**src/hw/rtl/ocp_pkg.sv**
```systemverilog
// ----------------------------------------------------------------------------
// Orbit camera package
// Shared types, constants and the CORDIC arctangent table.
// ----------------------------------------------------------------------------
`timescale 1ns / 1ps
`default_nettype none

package ocp_pkg;

  // Configuration register indexes.
  localparam logic [1:0] CFG_START_RADIUS = 2'd0;
  localparam logic [1:0] CFG_START_YAW    = 2'd1;
  localparam logic [1:0] CFG_START_PITCH  = 2'd2;

  // Input item kinds.
  localparam logic FUNC_ROTATE = 1'b0;
  localparam logic FUNC_ZOOM   = 1'b1;

  // Angle constants in Q3.13.
  localparam int ANG_PI      = 25736;
  localparam int ANG_TWO_PI  = 51472;
  localparam int ANG_HALF_PI = 12868;
  localparam int PITCH_LIM   = 12049;

  // Radius and position limits in Q8.8.
  localparam int RADIUS_MIN = 26;
  localparam int RADIUS_MAX = 65535;
  localparam int POS_LIM    = 65535;

  // CORDIC datapath width (Q2.30 plus guard bits) and limits.
  localparam int CW        = 34;
  localparam int MAX_STEPS = 24;
  localparam logic signed [CW-1:0] GAIN_Q30 = 34'sd652032874;

  // State handed from the front to the back.
  typedef struct packed {
    logic signed [15:0] yaw;
    logic signed [15:0] pitch;
    logic [15:0]        radius;
  } ocp_item_t;

  // Back-end sequencer states.
  typedef enum logic [2:0] {
    ST_IDLE,
    ST_FOLD,
    ST_ITER,
    ST_MUL1,
    ST_MUL2,
    ST_OUT
  } back_state_t;

  // Arctangent of 2^-i in Q2.30.
  function automatic logic signed [CW-1:0] atan_q30(input logic [4:0] i);
    logic signed [CW-1:0] v;
    case (i)
      5'd0:  v = 34'sd843314856;
      5'd1:  v = 34'sd497837829;
      5'd2:  v = 34'sd263043836;
      5'd3:  v = 34'sd133525158;
      5'd4:  v = 34'sd67021686;
      5'd5:  v = 34'sd33543515;
      5'd6:  v = 34'sd16775850;
      5'd7:  v = 34'sd8388437;
      5'd8:  v = 34'sd4194282;
      5'd9:  v = 34'sd2097149;
      5'd10: v = 34'sd1048575;
      5'd11: v = 34'sd524287;
      5'd12: v = 34'sd262143;
      5'd13: v = 34'sd131071;
      5'd14: v = 34'sd65535;
      5'd15: v = 34'sd32767;
      5'd16: v = 34'sd16383;
      5'd17: v = 34'sd8191;
      5'd18: v = 34'sd4095;
      5'd19: v = 34'sd2047;
      5'd20: v = 34'sd1023;
      5'd21: v = 34'sd511;
      5'd22: v = 34'sd255;
      5'd23: v = 34'sd127;
      default: v = '0;
    endcase
    return v;
  endfunction

endpackage

`default_nettype wire

```
**src/hw/rtl/ocp_fifo.sv**
```systemverilog
// ----------------------------------------------------------------------------
// Orbit camera item queue
// Two-entry queue between the state-update front and the position back end.
// ----------------------------------------------------------------------------
`timescale 1ns / 1ps
`default_nettype none

module ocp_fifo (
  input  wire logic              clk,
  input  wire logic              rst_n,
  input  wire logic              push,
  input  wire ocp_pkg::ocp_item_t push_data,
  input  wire logic              pop,
  output ocp_pkg::ocp_item_t     pop_data,
  output logic                   full,
  output logic                   empty
);

  ocp_pkg::ocp_item_t mem_r [2];
  logic       wr_ptr_r, wr_ptr_nxt;
  logic       rd_ptr_r, rd_ptr_nxt;
  logic [1:0] count_r, count_nxt;

  assign full     = (count_r == 2'd2);
  assign empty    = (count_r == 2'd0);
  assign pop_data = mem_r[rd_ptr_r];

  // Pointer and fill count update.
  always_comb begin
    wr_ptr_nxt = wr_ptr_r ^ push;
    rd_ptr_nxt = rd_ptr_r ^ pop;
    count_nxt  = count_r + {1'b0, push} - {1'b0, pop};
  end

  always_ff @(posedge clk) begin
    if (!rst_n) begin
      wr_ptr_r <= 1'b0;
      rd_ptr_r <= 1'b0;
      count_r  <= 2'd0;
    end else begin
      wr_ptr_r <= wr_ptr_nxt;
      rd_ptr_r <= rd_ptr_nxt;
      count_r  <= count_nxt;
    end
  end

  // Storage.
  always_ff @(posedge clk) begin
    if (push) begin
      mem_r[wr_ptr_r] <= push_data;
    end
  end

  a_no_overflow: assert property (@(posedge clk) disable iff (!rst_n)
    full |-> !push || pop) else $error("queue written while full");
  a_no_underflow: assert property (@(posedge clk) disable iff (!rst_n)
    empty |-> !pop) else $error("queue read while empty");
  a_count_bound: assert property (@(posedge clk) disable iff (!rst_n)
    count_r != 2'd3) else $error("queue count out of range");

endmodule

`default_nettype wire

```
**config.mk**
```make
export PLATFORM = sky130hd
export DESIGN_NAME = ocp_fifo
export DESIGN_NICKNAME = d
export VERILOG_FILES = /design/src/hw/rtl/ocp_pkg.sv /design/src/hw/rtl/ocp_fifo.sv
export SDC_FILE = /design/constraint.sdc
export NUM_CORES = 1
export LEC_CHECK = 0
export ABC_AREA = 1
export ABC_CLOCK_PERIOD_IN_PS = 6400
export BUFFER_PORTS_ARGS = -buffer_cell sky130_fd_sc_hd__buf_2
export CAP_MARGIN = 20
export CORE_ASPECT_RATIO = 1.2
export CORE_MARGIN = 3
export CORE_UTILIZATION = 55
export CTS_BUF_LIST = sky130_fd_sc_hd__clkbuf_8
export CTS_CLUSTER_DIAMETER = 50
export DETAILED_ROUTE_END_ITERATION = 16
export GPL_TIMING_DRIVEN = 0
export PLACE_DENSITY_LB_ADDON = 0.05
export REMOVE_ABC_BUFFERS = 1
export SETUP_SLACK_MARGIN = 0.1
export SLEW_MARGIN = 0
export SYNTH_ARGS = -nofsm -noshare
export SYNTH_HDL_FRONTEND = slang
export SYNTH_SLANG_ARGS = --single-unit
```
**constraint.sdc**
```tcl
create_clock -name clk -period 6.4 [get_ports clk]
set_clock_uncertainty 0.15 [all_clocks]
set_input_delay 0.32 -clock clk [delete_from_list [all_inputs] [get_ports clk]]
set_output_delay 0.32 -clock clk [all_outputs]
set_load 0.01 [all_outputs]
```
* Word-level counts from Yosys, hierarchy flattened
Memory sizes are Yosys's and may differ from the RTL's. A register that Yosys moved wholly into a read port is not among the register bits. Index checks and enable logic that the tools add are counted.
Storage, ports and cells: register bits after elaboration 4, bits in writable memories 96, output and inout port bits 50, word-level logic and storage cells 13, memories kept 1
Memory list:
- mem_r | depth 2, width 48, read ports 1, clocked after Yosys merged registers in 1, wr ports 1, line ocp_fifo.sv:19 | ocp_pkg::ocp_item_t mem_r [2];
Cells by class: add/sub/neg operators 2, equal/unequal tests 1, muxes and demuxes 3, bitwise logic cells 2, reductions and logical operators 1
Operators with widths (count):
- two-way mux 1 bit | 3
- adder 2 x 1 -> 2 bit | 1
- equality test 2 bit, second input constant | 1
- zero test 2 bit | 1
- subtractor 2 x 1 -> 2 bit | 1
- XOR 1 bit | 2

* Logic depth before layout (Yosys ltp)
Gate-level depths: netlist of the first run.
depth in word-level cells 2, gate-level depth with buffers 9

* Least setup slack after synthesis of the first run
No wires, ideal clock.
kind register -> register, start point reg wr_ptr_r, end point mem mem_r[0][0] (netlist name) (enable), setup time 0.411 ns, arrival 1.528 ns, required time 5.839 ns, setup slack 4.311 ns, stages on the path, launching flop included 3, buffers on the path 0, path through dfxtp_1 > inv_1 > ha_1
RTL lines:
- start: declaration | line ocp_fifo.sv:20 | logic wr_ptr_r, wr_ptr_nxt;
- start signal: assignment | line ocp_fifo.sv:41 | wr_ptr_r <= wr_ptr_nxt;
- end: declaration | line ocp_fifo.sv:19
No word-level cell before the write port.

==> results.toml, run 1 <==
[outcome]
status = "complete, no violations"

[die]
die_h_um = 96.8
die_area_um2 = 7900
ios = 102
die_w_um = 81.6
core_um2 = 6530
rows = 32
start_util = 0.578

[finish]
fin_nets = 388
nFillCells = 390
finish.utilization = 0.771
layout_common_cells = "buf_2 (101), edfxtp_1 (96), dlygate4sd3_1 (44)"
antenna_cells = 0
layout_commonest_cell = "buf_2"
areaGrowthSynthToFinish_pct = 33.4
drive_above_1_share = 0.499
layout.cells.non_filler = 422

[setup_path]
path_buf_inv = 2
end_kind = "primary output"
crit_fanout = 29
crit_family = "flip-flops"
cp-start-kind = "flop"
path_cells = "buf_12 -> mux2_2 -> buf_2"
critical_path_class = "reg -> out"
critical_path_required_ns = 5.93
cp.arrival_ns = 1.88
critPathMaxStageDelay_ns = 0.73
slowest_stage = "dfxtp_2"

[grt]
grt_pass1_vias = 2000
grt_use_met3 = 0.0708
gr-usage-met2 = 0.278
grt_busiest_layer = "met2"
antenna_found_initial = 0
overflow = 0
grt_pass1_wl_um = 9540
met1_usage = 0.185
grt_max_degree = 30
grtUsageTotal = 0.164

[pwr]
max-vdd-ir-drop_v = 0.000183
power.density_nw_per_um2 = 268
p_leak_nw = 1.99

[clocking]
clock-sinks = 101
cts_resized = 0
numCtsBuffers = 9
cts_htree_levels = 3
path_clk_slew_ns = 0.09
cts_root_buf = "clkbuf_8"
ctsHoldBuffers = 3
cts_tree = "yes"
cts_buffer_depth = 2
cts_setup_buffers = 0
clock_latency_ns = 0.34

[drt]
wl_um = 6470
dr.pass1.iters = 4
drc_errors = 0
drt-initial-drc-count = 82
vias_per_cell = 4.89
antenna_left = 0
routedWlPerCell_um = 15.3
vias = 2064

[synth]
netlist_area_um2 = 3770
synth_cell_type_count = 13
synth_area_leaders = "edfxtp_1 (76%), mux2_2 (8.4%), mux2_4 (8.0%)"
yosysWarnings = 0
synth_top_area_cell = "edfxtp_1"
syn_avg_cell_area_um2 = 21.2
synth_top_area_frac = 0.764
synth-seq-area-share = 0.790
syn_inst = 178
ys_ff_latch = 101

[sta]
rsz0062_at_grt = "false"
fmax_mhz = 426
slew-limit-headroom = 0.552
final_max_slew_viol_count = 0
period_needed_ns = 2.35
post-route-period-util = 0.367
setup_tns_ns = 0
hold_viol_final = 0
worstMarginPinSlew_ns = 0.672
setup_viol = 0

[worst_hold_path]
hold_class = "in -> reg"

[placed_design]
port_buffers = 101
dp_hpwl_um = 4130
place_inst = 362
place.gp.congestion = 0.659

[flow_run]
maxCapViolCount = 0
-- cell type report --
| class | count | area [µm²] | area share |
|---|---|---|---|
| timing repair buffer | 148 | 1010 | 0.200 |
| sequential | 101 | 2980 | 0.593 |
| clock buffer | 9 | 124 | 0.0246 |
| inverter | 7 | 26.3 | 0.00522 |
| multi-input combinational | 65 | 727 | 0.144 |
| tap | 85 | 106 | 0.0211 |
| clock inverter | 7 | 61.3 | 0.0122 |
-- metrics by stage --
stage / total power [mW] / hold WS, ns / worst slack [ns] / cell area (µm²)
3_3_place_gp: 0.968 / 0.346 / 3.14 / 4340
2_1_floorplan: 0.898 / 0.263 / 3.89 / 3730
3_5_place_dp: 0.973 / 0.361 / 4.41 / 4410
6_report: 1.35 / 0.0316 / 4.05 / 5030
5_1_grt: 1.41 / 0.00284 / 3.93 / 5030
4_1_cts: 1.34 / 0.0000898 / 4.01 / 4620
-- sequential cells by signal (all words and copies together), names as in the netlist, named ones only --
name,count
count_r,2
mem_r,96
wr_ptr_r,1
rd_ptr_r,1
-- worst paths after layout --
kind / start / to / slack, ns / cells past startpoint
worst max-delay path: flop / pop_data[24] / 4.05 / 3
worst min-delay path: push_data[40] / mem_r[0][40] / 0.03 / 1
worst max register to register: wr_ptr_r / mem_r[0][46] / 4.66 / 3
worst min register to register: rd_ptr_r / rd_ptr_r / 0.41 / 2
-- layer usage --
metal / vias up / routed length [µm]
met3: 9 / 415
li1: 991 / -
met1: 990 / 2580
met4: 0 / 114
met2: 74 / 3360
met5: - / 0
-- where the power goes --
part	internal [mW]	total (mW)	switching, mW
clock network	0.176	0.372	0.196
registers	0.769	0.785	0.0159
logic	0.105	0.191	0.0858
-- synth_stat cells --
| master | n |
|---|---|
| mux2_2 | 28 |
| xnor2_1 | 1 |
| edfxtp_1 | 96 |
| nand3_1 | 1 |
| ha_1 | 4 |
| nor2_1 | 6 |
| buf_2 | 2 |
| a21oi_1 | 1 |
| buf_6 | 3 |
| mux2_4 | 20 |
| dfxtp_1 | 5 |
| inv_1 | 7 |
| nand2_1 | 4 |
-- kinds of logic after synthesis --
family | count (synthesis) | synth area share
mux | 48 | 0.163
xor+xnor | 1 | 0.00232
flops | 101 | 0.790
simple gates | 11 | 0.0113
compound gates | 1 | 0.00132
fa+ha+maj | 4 | 0.0133
buf+inv | 12 | 0.0186
Power figures use the tool's default switching activity.
==> run 2, diff against run 1 <==
--- a/config.mk
+++ b/config.mk
@@ -6,12 +6,12 @@
 export NUM_CORES = 1
 export LEC_CHECK = 0
 export ABC_AREA = 1
-export ABC_CLOCK_PERIOD_IN_PS = 6400
+export ABC_CLOCK_PERIOD_IN_PS = 2000
 export BUFFER_PORTS_ARGS = -buffer_cell sky130_fd_sc_hd__buf_2
 export CAP_MARGIN = 20
 export CORE_ASPECT_RATIO = 1.2
 export CORE_MARGIN = 3
-export CORE_UTILIZATION = 55
+export CORE_UTILIZATION = 49
 export CTS_BUF_LIST = sky130_fd_sc_hd__clkbuf_8
 export CTS_CLUSTER_DIAMETER = 50
 export DETAILED_ROUTE_END_ITERATION = 16
==> constraint.sdc (replaced) <==
create_clock -name clk -period 2 [get_ports clk]
set_clock_uncertainty 0.15 [all_clocks]
set_input_delay 0.1 -clock clk [delete_from_list [all_inputs] [get_ports clk]]
set_output_delay 0.1 -clock clk [all_outputs]
set_load 0.01 [all_outputs]
==> run 2 against run 1 <==
- setup slack worse by 3.9 ns
- sequential cell count stayed put
- first-iteration DRC count is 13% lower
- combinational power grew to 3.4 times the previous value
- count of clock-buffer cells in the layout stayed put
- critical endpoint is now count_r[0]
- sequential power grew to 3.2 times the previous value
- cell area is 3.8% higher
- non-clock buffer count is 12 higher
- clock power grew to 4.0 times the previous value
- core utilization is 6.2 points lower
- routed wire length is 2.7% higher
- critical path type is now in -> reg
- via count is 0.48% higher
==> results.toml, run 2 (synthesis results as in run 1) <==
[outcome]
status = "complete, no violations"

[clocking]
cts_buffer_depth = 2
cts_htree_levels = 3
clock_latency_ns = 0.34
cts_tree = "yes"
cts_root_buf = "clkbuf_8"
clock-sinks = 101
numCtsBuffers = 9
path_clk_slew_ns = 0.09

[sta]
rsz0062_at_grt = "true"
worstMarginPinSlew_ns = 0.656
period_needed_ns = 1.88
slew-limit-headroom = 0.563
final_max_slew_viol_count = 0
finalWorstSetupSlack_ns = 0.120
fmax_mhz = 532
setup_tns_ns = 0
setup_viol = 0
hold_viol_final = 0
holdWs_ns = 0.323
post-route-period-util = 0.940

[grt]
grt_pass1_wl_um = 10600
grt_max_degree = 26
grtUsageTotal = 0.161
grt_pass1_vias = 2306
antenna_found_initial = 0
overflow = 0

[setup_path]
cp.arrival_ns = 1.98
cp-start-kind = "input pin"
reg2reg_depth = 7
end_kind = "flop"
crit_fanout = 2
critical_path_required_ns = 2.10
critical_path_class = "in -> reg"

[placed_design]
port_buffers = 101
placed_area_um2 = 4420
place.gp.congestion = 0.683
post-place-ws_ns = 0.0685
dp_hpwl_um = 4130

[drt]
routedWlPerCell_um = 15.1
wl_um = 6650
antenna_left = 0
dr.pass1.iters = 4
drc_errors = 0
vias_per_cell = 4.72
drt-initial-drc-count = 71
vias = 2074

[die]
rows = 34
start_util = 0.513
core_um2 = 7360
ios = 102
die_area_um2 = 8800
die_h_um = 102
die_w_um = 86.1

[pwr]
max-vdd-ir-drop_v = 0.000551
p_leak_nw = 2.06
power.density_nw_per_um2 = 891

[finish]
antenna_cells = 0
largest_reg_flops = 96
areaGrowthSynthToFinish_pct = 38.4
top_regs = "mem_r (96), count_r (2)"
stdcell_area_um2 = 5220
top_register = "mem_r"
fin_nets = 400
layout_common_cells = "buf_2 (101), edfxtp_1 (96), dlygate4sd3_1 (52)"
layout_commonest_cell = "buf_2"
drive_above_1_share = 0.504

[worst_hold_path]
worstHoldPathCells = 2
hold_class = "in -> reg"

[flow_run]
maxCapViolCount = 0
## run 2: layer usage
layer,track usage,up-vias,part of all wire
met5,0,-,0
met4,0.0767,0,0.015
met1,0.175,986,0.39
li1,-,1016,-
met3,0.0395,8,0.056
met2,0.293,64,0.54
## run 2: path summary, 6_finish.rpt
path	start	endpoint	slack, ns
min	push_data[8]	mem_r[1][8]	0.32
min reg2reg	rd_ptr_r	flop	0.37
max reg2reg	count_r[0]	count_r[0]	0.18
max	pop	count_r[0]	0.12
## run 2: power by group
part | internal, mW | switching, mW | total [mW]
clock network | 0.837 | 0.662 | 1.50
registers | 2.46 | 0.0360 | 2.50
logic | 0.362 | 0.295 | 0.657
## run 2: stage by stage
stage	power, mW	instances	utilization
5_1_grt	4.87	439	0.710
2_1_floorplan	2.87	173	-
4_1_cts	4.70	436	0.707
3_5_place_dp	3.12	367	0.600
3_3_place_gp	3.10	364	0.591
6_report	4.65	439	0.710
## run 2: timing repair
item,4_1_cts,5_1_grt
gates resized for setup,1,1
endpoints found under the hold margin,101,0
endpoints found under the setup margin,48,18
buffers inserted,1,3
hold buffers,52,0
## run 2: layout make-up
type | instances | area (µm²)
Clock buffer | 9 | 124
Clock inverter | 7 | 123
Fill cell | 508 | 2140
Inverter | 7 | 26.3
Multi-Input combinational cell | 65 | 727
Sequential cell | 101 | 2990
Tap cell | 90 | 113
Timing Repair Buffer | 160 | 1120
## run 2: critical path, stage by stage
cell	delay, ns
dlygate4sd3_1	0.54
buf_2	0.14
ha_1	0.27
inv_1	0.04
ha_1	0.26
nand2_1	0.06
dlygate4sd3_1	0.54
inv_1	0.03
