**config.mk**
```make
export PLATFORM = sky130hd
export DESIGN_NAME = ocp_front
export DESIGN_NICKNAME = d
export VERILOG_FILES = /design/src/hw/rtl/ocp_pkg.sv /design/src/hw/rtl/ocp_front.sv
export SDC_FILE = /design/constraint.sdc
export NUM_CORES = 1
export LEC_CHECK = 0
export BUFFER_PORTS_ARGS = -buffer_cell sky130_fd_sc_hd__buf_2
export CORE_ASPECT_RATIO = 0.5
export CORE_MARGIN = 3
export CORE_UTILIZATION = 60
export CTS_CLUSTER_DIAMETER = 50
export DETAILED_ROUTE_END_ITERATION = 10
export GPL_TIMING_DRIVEN = 0
export HOLD_SLACK_MARGIN = 0.1
export PLACE_DENSITY = 0.85
export SETUP_SLACK_MARGIN = 0.3
export SYNTH_ARGS = -nofsm -noshare
export SYNTH_HDL_FRONTEND = slang
export SYNTH_SLANG_ARGS = --single-unit
```
**constraint.sdc**
```tcl
create_clock -name clk -period 21.6 [get_ports clk]
set_clock_uncertainty 0.15 [all_clocks]
set_input_delay 1.08 -clock clk [delete_from_list [all_inputs] [get_ports clk]]
set_output_delay 1.08 -clock clk [all_outputs]
set_load 0.01 [all_outputs]
```
**src/hw/rtl/ocp_pkg.sv**
```systemverilog
// ----------------------------------------------------------------------------
// Orbit camera package
// Shared types, constants and the CORDIC arctangent table.
// ----------------------------------------------------------------------------
`timescale 1ns / 1ps
`default_nettype none

package ocp_pkg;

  // Configuration register indexes.
  localparam logic [1:0] CFG_START_RADIUS = 2'd0;
  localparam logic [1:0] CFG_START_YAW    = 2'd1;
  localparam logic [1:0] CFG_START_PITCH  = 2'd2;

  // Input item kinds.
  localparam logic FUNC_ROTATE = 1'b0;
  localparam logic FUNC_ZOOM   = 1'b1;

  // Angle constants in Q3.13.
  localparam int ANG_PI      = 25736;
  localparam int ANG_TWO_PI  = 51472;
  localparam int ANG_HALF_PI = 12868;
  localparam int PITCH_LIM   = 12049;

  // Radius and position limits in Q8.8.
  localparam int RADIUS_MIN = 26;
  localparam int RADIUS_MAX = 65535;
  localparam int POS_LIM    = 65535;

  // CORDIC datapath width (Q2.30 plus guard bits) and limits.
  localparam int CW        = 34;
  localparam int MAX_STEPS = 24;
  localparam logic signed [CW-1:0] GAIN_Q30 = 34'sd652032874;

  // State handed from the front to the back.
  typedef struct packed {
    logic signed [15:0] yaw;
    logic signed [15:0] pitch;
    logic [15:0]        radius;
  } ocp_item_t;

  // Back-end sequencer states.
  typedef enum logic [2:0] {
    ST_IDLE,
    ST_FOLD,
    ST_ITER,
    ST_MUL1,
    ST_MUL2,
    ST_OUT
  } back_state_t;

  // Arctangent of 2^-i in Q2.30.
  function automatic logic signed [CW-1:0] atan_q30(input logic [4:0] i);
    logic signed [CW-1:0] v;
    case (i)
      5'd0:  v = 34'sd843314856;
      5'd1:  v = 34'sd497837829;
      5'd2:  v = 34'sd263043836;
      5'd3:  v = 34'sd133525158;
      5'd4:  v = 34'sd67021686;
      5'd5:  v = 34'sd33543515;
      5'd6:  v = 34'sd16775850;
      5'd7:  v = 34'sd8388437;
      5'd8:  v = 34'sd4194282;
      5'd9:  v = 34'sd2097149;
      5'd10: v = 34'sd1048575;
      5'd11: v = 34'sd524287;
      5'd12: v = 34'sd262143;
      5'd13: v = 34'sd131071;
      5'd14: v = 34'sd65535;
      5'd15: v = 34'sd32767;
      5'd16: v = 34'sd16383;
      5'd17: v = 34'sd8191;
      5'd18: v = 34'sd4095;
      5'd19: v = 34'sd2047;
      5'd20: v = 34'sd1023;
      5'd21: v = 34'sd511;
      5'd22: v = 34'sd255;
      5'd23: v = 34'sd127;
      default: v = '0;
    endcase
    return v;
  endfunction

endpackage

`default_nettype wire

```
**src/hw/rtl/ocp_front.sv**
```systemverilog
// ----------------------------------------------------------------------------
// Orbit camera front end
// Holds the start registers and the yaw, pitch and radius state, applies
// rotate and zoom beats and pushes the new state into the queue.
// ----------------------------------------------------------------------------
`timescale 1ns / 1ps
`default_nettype none

module ocp_front (
  input  wire logic               clk,
  input  wire logic               rst_n,
  input  wire logic               cfg_valid,
  input  wire logic [1:0]         cfg_index,
  input  wire logic [15:0]        cfg_data,
  input  wire logic               item_valid,
  input  wire logic               item_func,
  input  wire logic signed [15:0] delta_a,
  input  wire logic signed [15:0] delta_b,
  input  wire logic               q_full,
  output logic                    item_ready,
  output logic                    q_push,
  output ocp_pkg::ocp_item_t      q_data
);

  logic [15:0]        start_radius_r, start_radius_nxt;
  logic signed [15:0] start_yaw_r, start_yaw_nxt;
  logic signed [14:0] start_pitch_r, start_pitch_nxt;
  logic signed [15:0] cur_yaw_r, cur_yaw_nxt;
  logic signed [15:0] cur_pitch_r, cur_pitch_nxt;
  logic [15:0]        cur_radius_r, cur_radius_nxt;

  logic               reload;
  logic [16:0]        zoom_mag;
  logic [33:0]        zoom_prod;
  logic [11:0]        zoom_q;
  logic signed [17:0] radius_diff;

  // Wrap a yaw into [-pi, pi).
  function automatic logic signed [15:0] wrap_yaw(input logic signed [17:0] v);
    logic signed [17:0] r;
    r = v;
    if (v > 18'(ocp_pkg::ANG_PI - 1)) begin
      r = v - 18'(ocp_pkg::ANG_TWO_PI);
    end else if (v < -18'sd25736) begin
      r = v + 18'(ocp_pkg::ANG_TWO_PI);
    end
    return r[15:0];
  endfunction

  // Clamp a pitch to the symmetric limit.
  function automatic logic signed [15:0] clamp_pitch(input logic signed [17:0] v);
    logic signed [17:0] r;
    r = v;
    if (v > 18'(ocp_pkg::PITCH_LIM)) begin
      r = 18'(ocp_pkg::PITCH_LIM);
    end else if (v < -18'(ocp_pkg::PITCH_LIM)) begin
      r = -18'(ocp_pkg::PITCH_LIM);
    end
    return r[15:0];
  endfunction

  // Clamp a radius to [floor, top].
  function automatic logic [15:0] clamp_radius(input logic signed [17:0] v);
    logic signed [17:0] r;
    r = v;
    if (v < 18'(ocp_pkg::RADIUS_MIN)) begin
      r = 18'(ocp_pkg::RADIUS_MIN);
    end else if (v > 18'(ocp_pkg::RADIUS_MAX)) begin
      r = 18'(ocp_pkg::RADIUS_MAX);
    end
    return r[15:0];
  endfunction

  assign item_ready = !q_full;
  assign q_push     = item_valid && item_ready;
  assign reload     = cfg_valid && (cfg_index == ocp_pkg::CFG_START_RADIUS ||
                                    cfg_index == ocp_pkg::CFG_START_YAW ||
                                    cfg_index == ocp_pkg::CFG_START_PITCH);

  // Zoom step: one tenth of the scroll amount, rounded away from zero on ties.
  // Division by ten is a multiply by 52429 and a shift by 19.
  always_comb begin
    zoom_mag    = delta_a[15] ? 17'(-{delta_a[15], delta_a}) : 17'({1'b0, delta_a});
    zoom_prod   = 34'(zoom_mag + 17'd5) * 34'd52429;
    zoom_q      = zoom_prod[30:19];
    radius_diff = delta_a[15] ? 18'(cur_radius_r) + 18'(zoom_q)
                              : 18'(cur_radius_r) - 18'(zoom_q);
  end

  // Register writes and state update.
  always_comb begin
    start_radius_nxt = start_radius_r;
    start_yaw_nxt    = start_yaw_r;
    start_pitch_nxt  = start_pitch_r;
    cur_yaw_nxt      = cur_yaw_r;
    cur_pitch_nxt    = cur_pitch_r;
    cur_radius_nxt   = cur_radius_r;
    if (cfg_valid) begin
      case (cfg_index)
        ocp_pkg::CFG_START_RADIUS: start_radius_nxt = cfg_data;
        ocp_pkg::CFG_START_YAW:    start_yaw_nxt    = cfg_data;
        ocp_pkg::CFG_START_PITCH:  start_pitch_nxt  = cfg_data[14:0];
        default: ;
      endcase
    end
    if (reload) begin
      cur_yaw_nxt    = wrap_yaw(18'(start_yaw_nxt));
      cur_pitch_nxt  = clamp_pitch(18'(start_pitch_nxt));
      cur_radius_nxt = clamp_radius(18'({1'b0, start_radius_nxt}));
    end else if (q_push) begin
      if (item_func == ocp_pkg::FUNC_ROTATE) begin
        cur_yaw_nxt   = wrap_yaw(18'(cur_yaw_r) + 18'(delta_a));
        cur_pitch_nxt = clamp_pitch(18'(cur_pitch_r) - 18'(delta_b));
      end else begin
        cur_radius_nxt = clamp_radius(radius_diff);
      end
    end
  end

  assign q_data = '{yaw: cur_yaw_nxt, pitch: cur_pitch_nxt, radius: cur_radius_nxt};

  always_ff @(posedge clk) begin
    if (!rst_n) begin
      start_radius_r <= 16'd1280;
      start_yaw_r    <= '0;
      start_pitch_r  <= '0;
      cur_yaw_r      <= '0;
      cur_pitch_r    <= '0;
      cur_radius_r   <= 16'd1280;
    end else begin
      start_radius_r <= start_radius_nxt;
      start_yaw_r    <= start_yaw_nxt;
      start_pitch_r  <= start_pitch_nxt;
      cur_yaw_r      <= cur_yaw_nxt;
      cur_pitch_r    <= cur_pitch_nxt;
      cur_radius_r   <= cur_radius_nxt;
    end
  end

  a_pitch_range: assert property (@(posedge clk) disable iff (!rst_n)
    cur_pitch_r <= 16'(ocp_pkg::PITCH_LIM) && cur_pitch_r >= -16'(ocp_pkg::PITCH_LIM))
    else $error("pitch left its clamp range");
  a_radius_floor: assert property (@(posedge clk) disable iff (!rst_n)
    cur_radius_r >= 16'(ocp_pkg::RADIUS_MIN)) else $error("radius below floor");
  a_yaw_range: assert property (@(posedge clk) disable iff (!rst_n)
    cur_yaw_r >= -16'sd25736 && cur_yaw_r <= 16'sd25735) else $error("yaw not wrapped");

endmodule

`default_nettype wire

```
**Word-level counts from Yosys, hierarchy flattened**

Cells that the tools add are included.

- ROM bits: 0
- Memories: 0
- Bits of input ports: 56
- Flip-flop bits (word level): 95
- Output and inout bits: 50
- Latch bits: 0
- Logic and storage cells: 64
- Bits in writable memories: 0

- Bitwise gates (word level): 0
- Reductions and logical operators: 6
- Divide/modulo/power cells: 0
- Equality and inequality tests: 2
- Multiplexer cells: 28
- $lt $le $gt $ge: 11
- $add $sub $neg: 10
- Shift-type cells: 0
- $mul: 1

Operators by type and width:

| cell | count |
|---|---|
| $mux 16 | 24 |
| $add 16x15->16 const B | 2 |
| $sub 16x15->16 const B | 2 |
| $mul 18x16->31 const B | 1 |
| $mux 15 | 2 |
| $add 17x3->18 const B | 1 |
| $gt 18x17->1 const B | 1 |
| $lt 18x6->1 const B | 1 |
| $mux 18 | 1 |
| $add 16x12->17 | 1 |
| $add 16x16->17 | 1 |
| $gt 17x15->1 const B | 1 |
| $gt 17x16->1 const B | 1 |
| $lt 17x15->1 const B | 1 |
| $lt 17x16->1 const B | 1 |
| $mux 17 | 1 |
| $neg 17->17 | 1 |
| $sub 16x12->17 | 1 |
| $sub 16x16->17 | 1 |
| $gt 16x16->1 const B | 1 |
| $lt 16x16->1 const B | 1 |
| $lt 16x5->1 const B | 1 |
| $gt 15x15->1 const B | 1 |
| $lt 15x15->1 const B | 1 |
| other kinds (6) | 8 |

**Longest topological paths before layout**

- Depth in word-level cells: 12
- Depth in mapped cells: 46

**Worst setup path before layout**

OpenSTA, ideal clock, no wires.

- Path type: input port to output port
- Start point: in delta_a[0]
- End point: out q_data[10] (netlist bit)
- Slack: 9.431 ns
- Arrival: 10.939 ns
- Data required time: 20.370 ns
- Path buffers: 1
- Stages: 45
- Cells stage by stage: inv_1 -> ha_1 -> nand2_1 -> o21ai_0 -> ha_1 -> inv_1 -> a21o_1 -> or3_1 -> nor3_1 -> xnor2_1 -> inv_1 -> ha_1 -> inv_1 -> fa_1 -> inv_1 -> fa_1 -> fa_1 -> fa_1 -> [9 not listed] -> o21bai_1 -> o31a_1 -> nand3_1 -> a21boi_0 -> or2_2 -> xor2_1 -> ha_1 -> inv_1 -> a21oi_1 -> o21bai_1 -> a41oi_1 -> o31ai_1 -> nor3_1 -> or3_1 -> a221oi_1 -> a311o_1 -> buf_2 -> o221ai_1

RTL lines:

| item | line | source |
|---|---|---|
| start, declared | ocp_front.sv:17 | `input wire logic signed [15:0] delta_a,` |
| end, declared | ocp_front.sv:22 | `output ocp_pkg::ocp_item_t q_data` |

==> impl_metrics.ini <==
[final_layout]
antennaDiodeCount = 0
layout.nets = 2203
post-route-util_pct = 68.44
synthToLayoutAreaGrowth_pct = 8.659
stdcell_area_um2 = 15260
layout-drive-gt1-share_pct = 9.096

[routing]
dr.pass1.iters = 6
vias = 13240
wl_per_cell_um = 18.19
drt-initial-drc-count = 1207
remaining_drc_errors = 0
antenna_left = 0
routed_wl_um = 39450
routed_via_density = 6.104

[synth]
ys_warn_count = 0
synth_common_cells = 242 x inv_1, 192 x ha_1, 135 x nor2_1, 102 x nand2_1
synth_edf_count = 0
ys.flop_type = dfxtp_1
syn_inst = 1739
netlist_area_um2 = 14040
ys_types = 85
yosysTopAreaCellShare_pct = 17.10
post-synth-top-count-cell = inv_1
synth-async-reset-ratio_pct = 0
avgSynthCellArea_um2 = 8.076
ys_top_cells_by_area = ha_1 17%, dfxtp_1 14%, fa_1 13%
ys_seq_area_share_pct = 13.54
yosysTopAreaCell = ha_1
ys_ff_latch = 95

[floorplanning]
coreArea_um2 = 22300
dieArea_um2 = 25390
die_w_um = 222.4
num_io_pins = 106
die_h_um = 114.2
initial_core_util_pct = 62.98
rows = 38

[setup_path]
path_buf_inv = 11
critPathTopFamily = compound AO/OA/AOI/OAI gates
rrSetupSlack_ns = 16.96
worst_path_most_repeated_cell = inv_1
crit_required_ns = 20.37
max_stage_delay_ns = 0.71
cp_max_fo = 10
r2r_start = cur_radius_r[0]$_SDFF_PN0_
ff2ff_path_depth = 15
r2r_end = cur_radius_r[10]$_SDFF_PN1_
crit_arrival_ns = 13.23
slowest_stage = o31ai_1
crit_path_end_kind = output pin
worst_setup_path_start_kind = input pin
crit_type = input pin to output pin

[clocking]
htreeDepth = 3
cts_tree = done
clk_latency_ns = 0.35
cts.path.max_buffers = 2
cts-root-buf = clkbuf_16
cts_inserted_buffers = 9
cts_hold_buffers = 0
path_clk_slew_ns = 0.07
post_cts_resized = 0
cts.sinks = 95
postCtsSetupBuffers = 0

[timing]
slew_violations = 0
relSlewSlack_pct = 26.40
max_freq_ghz = 0.06913
tightestPinTransition_ns = 1.090
finalSetupViolations = 0
hold_viol = 0
setup_tns_ns = 0
min_period_over_period_pct = 66.97
final.setup.worst_slack_ns = 7.135
rsz0062_at_grt = no
layout_min_cycle_time_ns = 14.46

[placement]
numPortBuffers = 105
placed_area_um2 = 14980
dp_slack_ns = 7.316
globalplace.congestion = 0.9617
hpwl_um = 32310

[status]
status = finished clean

[grt]
overflow = 0
grt_max_degree = 18
antenna_found_initial = 0
grt_pass1_wl_um = 64360
grt_pass1_vias = 12766
grtUsageTotal_pct = 30.84

[job]
maxCapViolCount = 0

[min_path]
holdPathStages = 2
hold_path_class = flop to flop
min-delay-start = start_radius_r[0]$_SDFF_PN0_
hold_path_end = start_radius_r[0]$_SDFF_PN0_
==> layer usage <==
metal	up-vias	wire length (um)	global-route usage [%]
met5	-	0	0
met2	563	18090	52.84
met1	6300	16720	40.70
met4	0	1164	9.306
li1	6277	-	-
met3	100	3476	4.841
==> cells by family after synthesis <==
group                    synth area share [%]
XOR/XNOR                                7.403
AO/OA/AOI/OAI                           20.83
multiplexers                            4.107
adder cells (fa/ha/maj)                 30.15
buffers and inverters                   7.902
AND/OR/NAND/NOR                         16.02
other                                 0.05347
flip-flops                              13.54
==> stage by stage <==
stage | instances | hold slack, ns
global placement | 2153 | 0.3337
finish | 2169 | 0.3674
floorplan | 1748 | 0.3061
CTS | 2169 | 0.3623
detailed placement | 2153 | 0.3439
global route | 2169 | 0.3953
==> worst max-delay path by stage <==
| stage | from | cells past startpoint | end |
|---|---|---|---|
| after floorplan | delta_a[0] | 45 | q_data[10] |
| after global placement | delta_a[15] | 44 | q_data[3] |
| after detailed placement | delta_a[15] | 45 | q_data[10] |
| after CTS | delta_a[15] | 45 | q_data[10] |
| after global routing | delta_a[15] | 45 | q_data[10] |
| final | delta_a[15] | 45 | q_data[10] |
==> worst reg2reg max path, stage by stage (launching register included) <==
cell	delay [ns]
dfxtp_1	0.33
inv_1	0.07
ha_1	0.22
fa_1	0.43
o21bai_1	0.16
a21oi_1	0.14
o21ai_1	0.21
a41oi_1	0.23
o31ai_1	0.71
nor3_1	0.12
or3_1	0.40
a221oi_1	0.40
a311o_1	0.25
buf_2	0.24
o221ai_1	0.15
or2_2	0.31
==> registers in the layout, summed over array words and instances (netlist names) <==
name and count:
cur_pitch_r 16, cur_radius_r 16, cur_yaw_r 16, start_radius_r 16, start_yaw_r 16, start_pitch_r 15
==> layout by cell type, fill, tap and decap left out, drive strengths merged, types with 15 or more instances in the layout <==
master | synthesis | final
and2 | 37 | 37
a31oi | 24 | 24
nand3 | 27 | 27
clkbuf | 37 | 46
inv | 242 | 245
o21bai | 17 | 17
mux2i | 52 | 52
xor2 | 54 | 54
a211oi | 20 | 20
xnor2 | 63 | 63
ha | 192 | 192
nor3 | 32 | 32
or2 | 18 | 18
dfxtp | 95 | 95
nor2 | 135 | 135
buf | 13 | 118
nand2 | 102 | 102
fa | 91 | 91
nor2b | 23 | 23
a21o | 27 | 27
nand2b | 17 | 17
a21oi | 94 | 94
o21a | 22 | 22
or3 | 15 | 15
o21ai | 99 | 99
==> cell type report <==
type                       count  area (um^2)
timing repair buffer         105        525.5
fill                        1840         7038
inverter                     242        908.4
multi-input combinational   1361        11070
buffer                        50        201.4
sequential                    95         1902
clock buffer                   9        225.2
tap                          300        375.4
clock inverter                 7        56.30
Power is left out: the tool's default activity adds up to more than one toggle a clock period on the data nets, which glitch-free logic cannot reach.
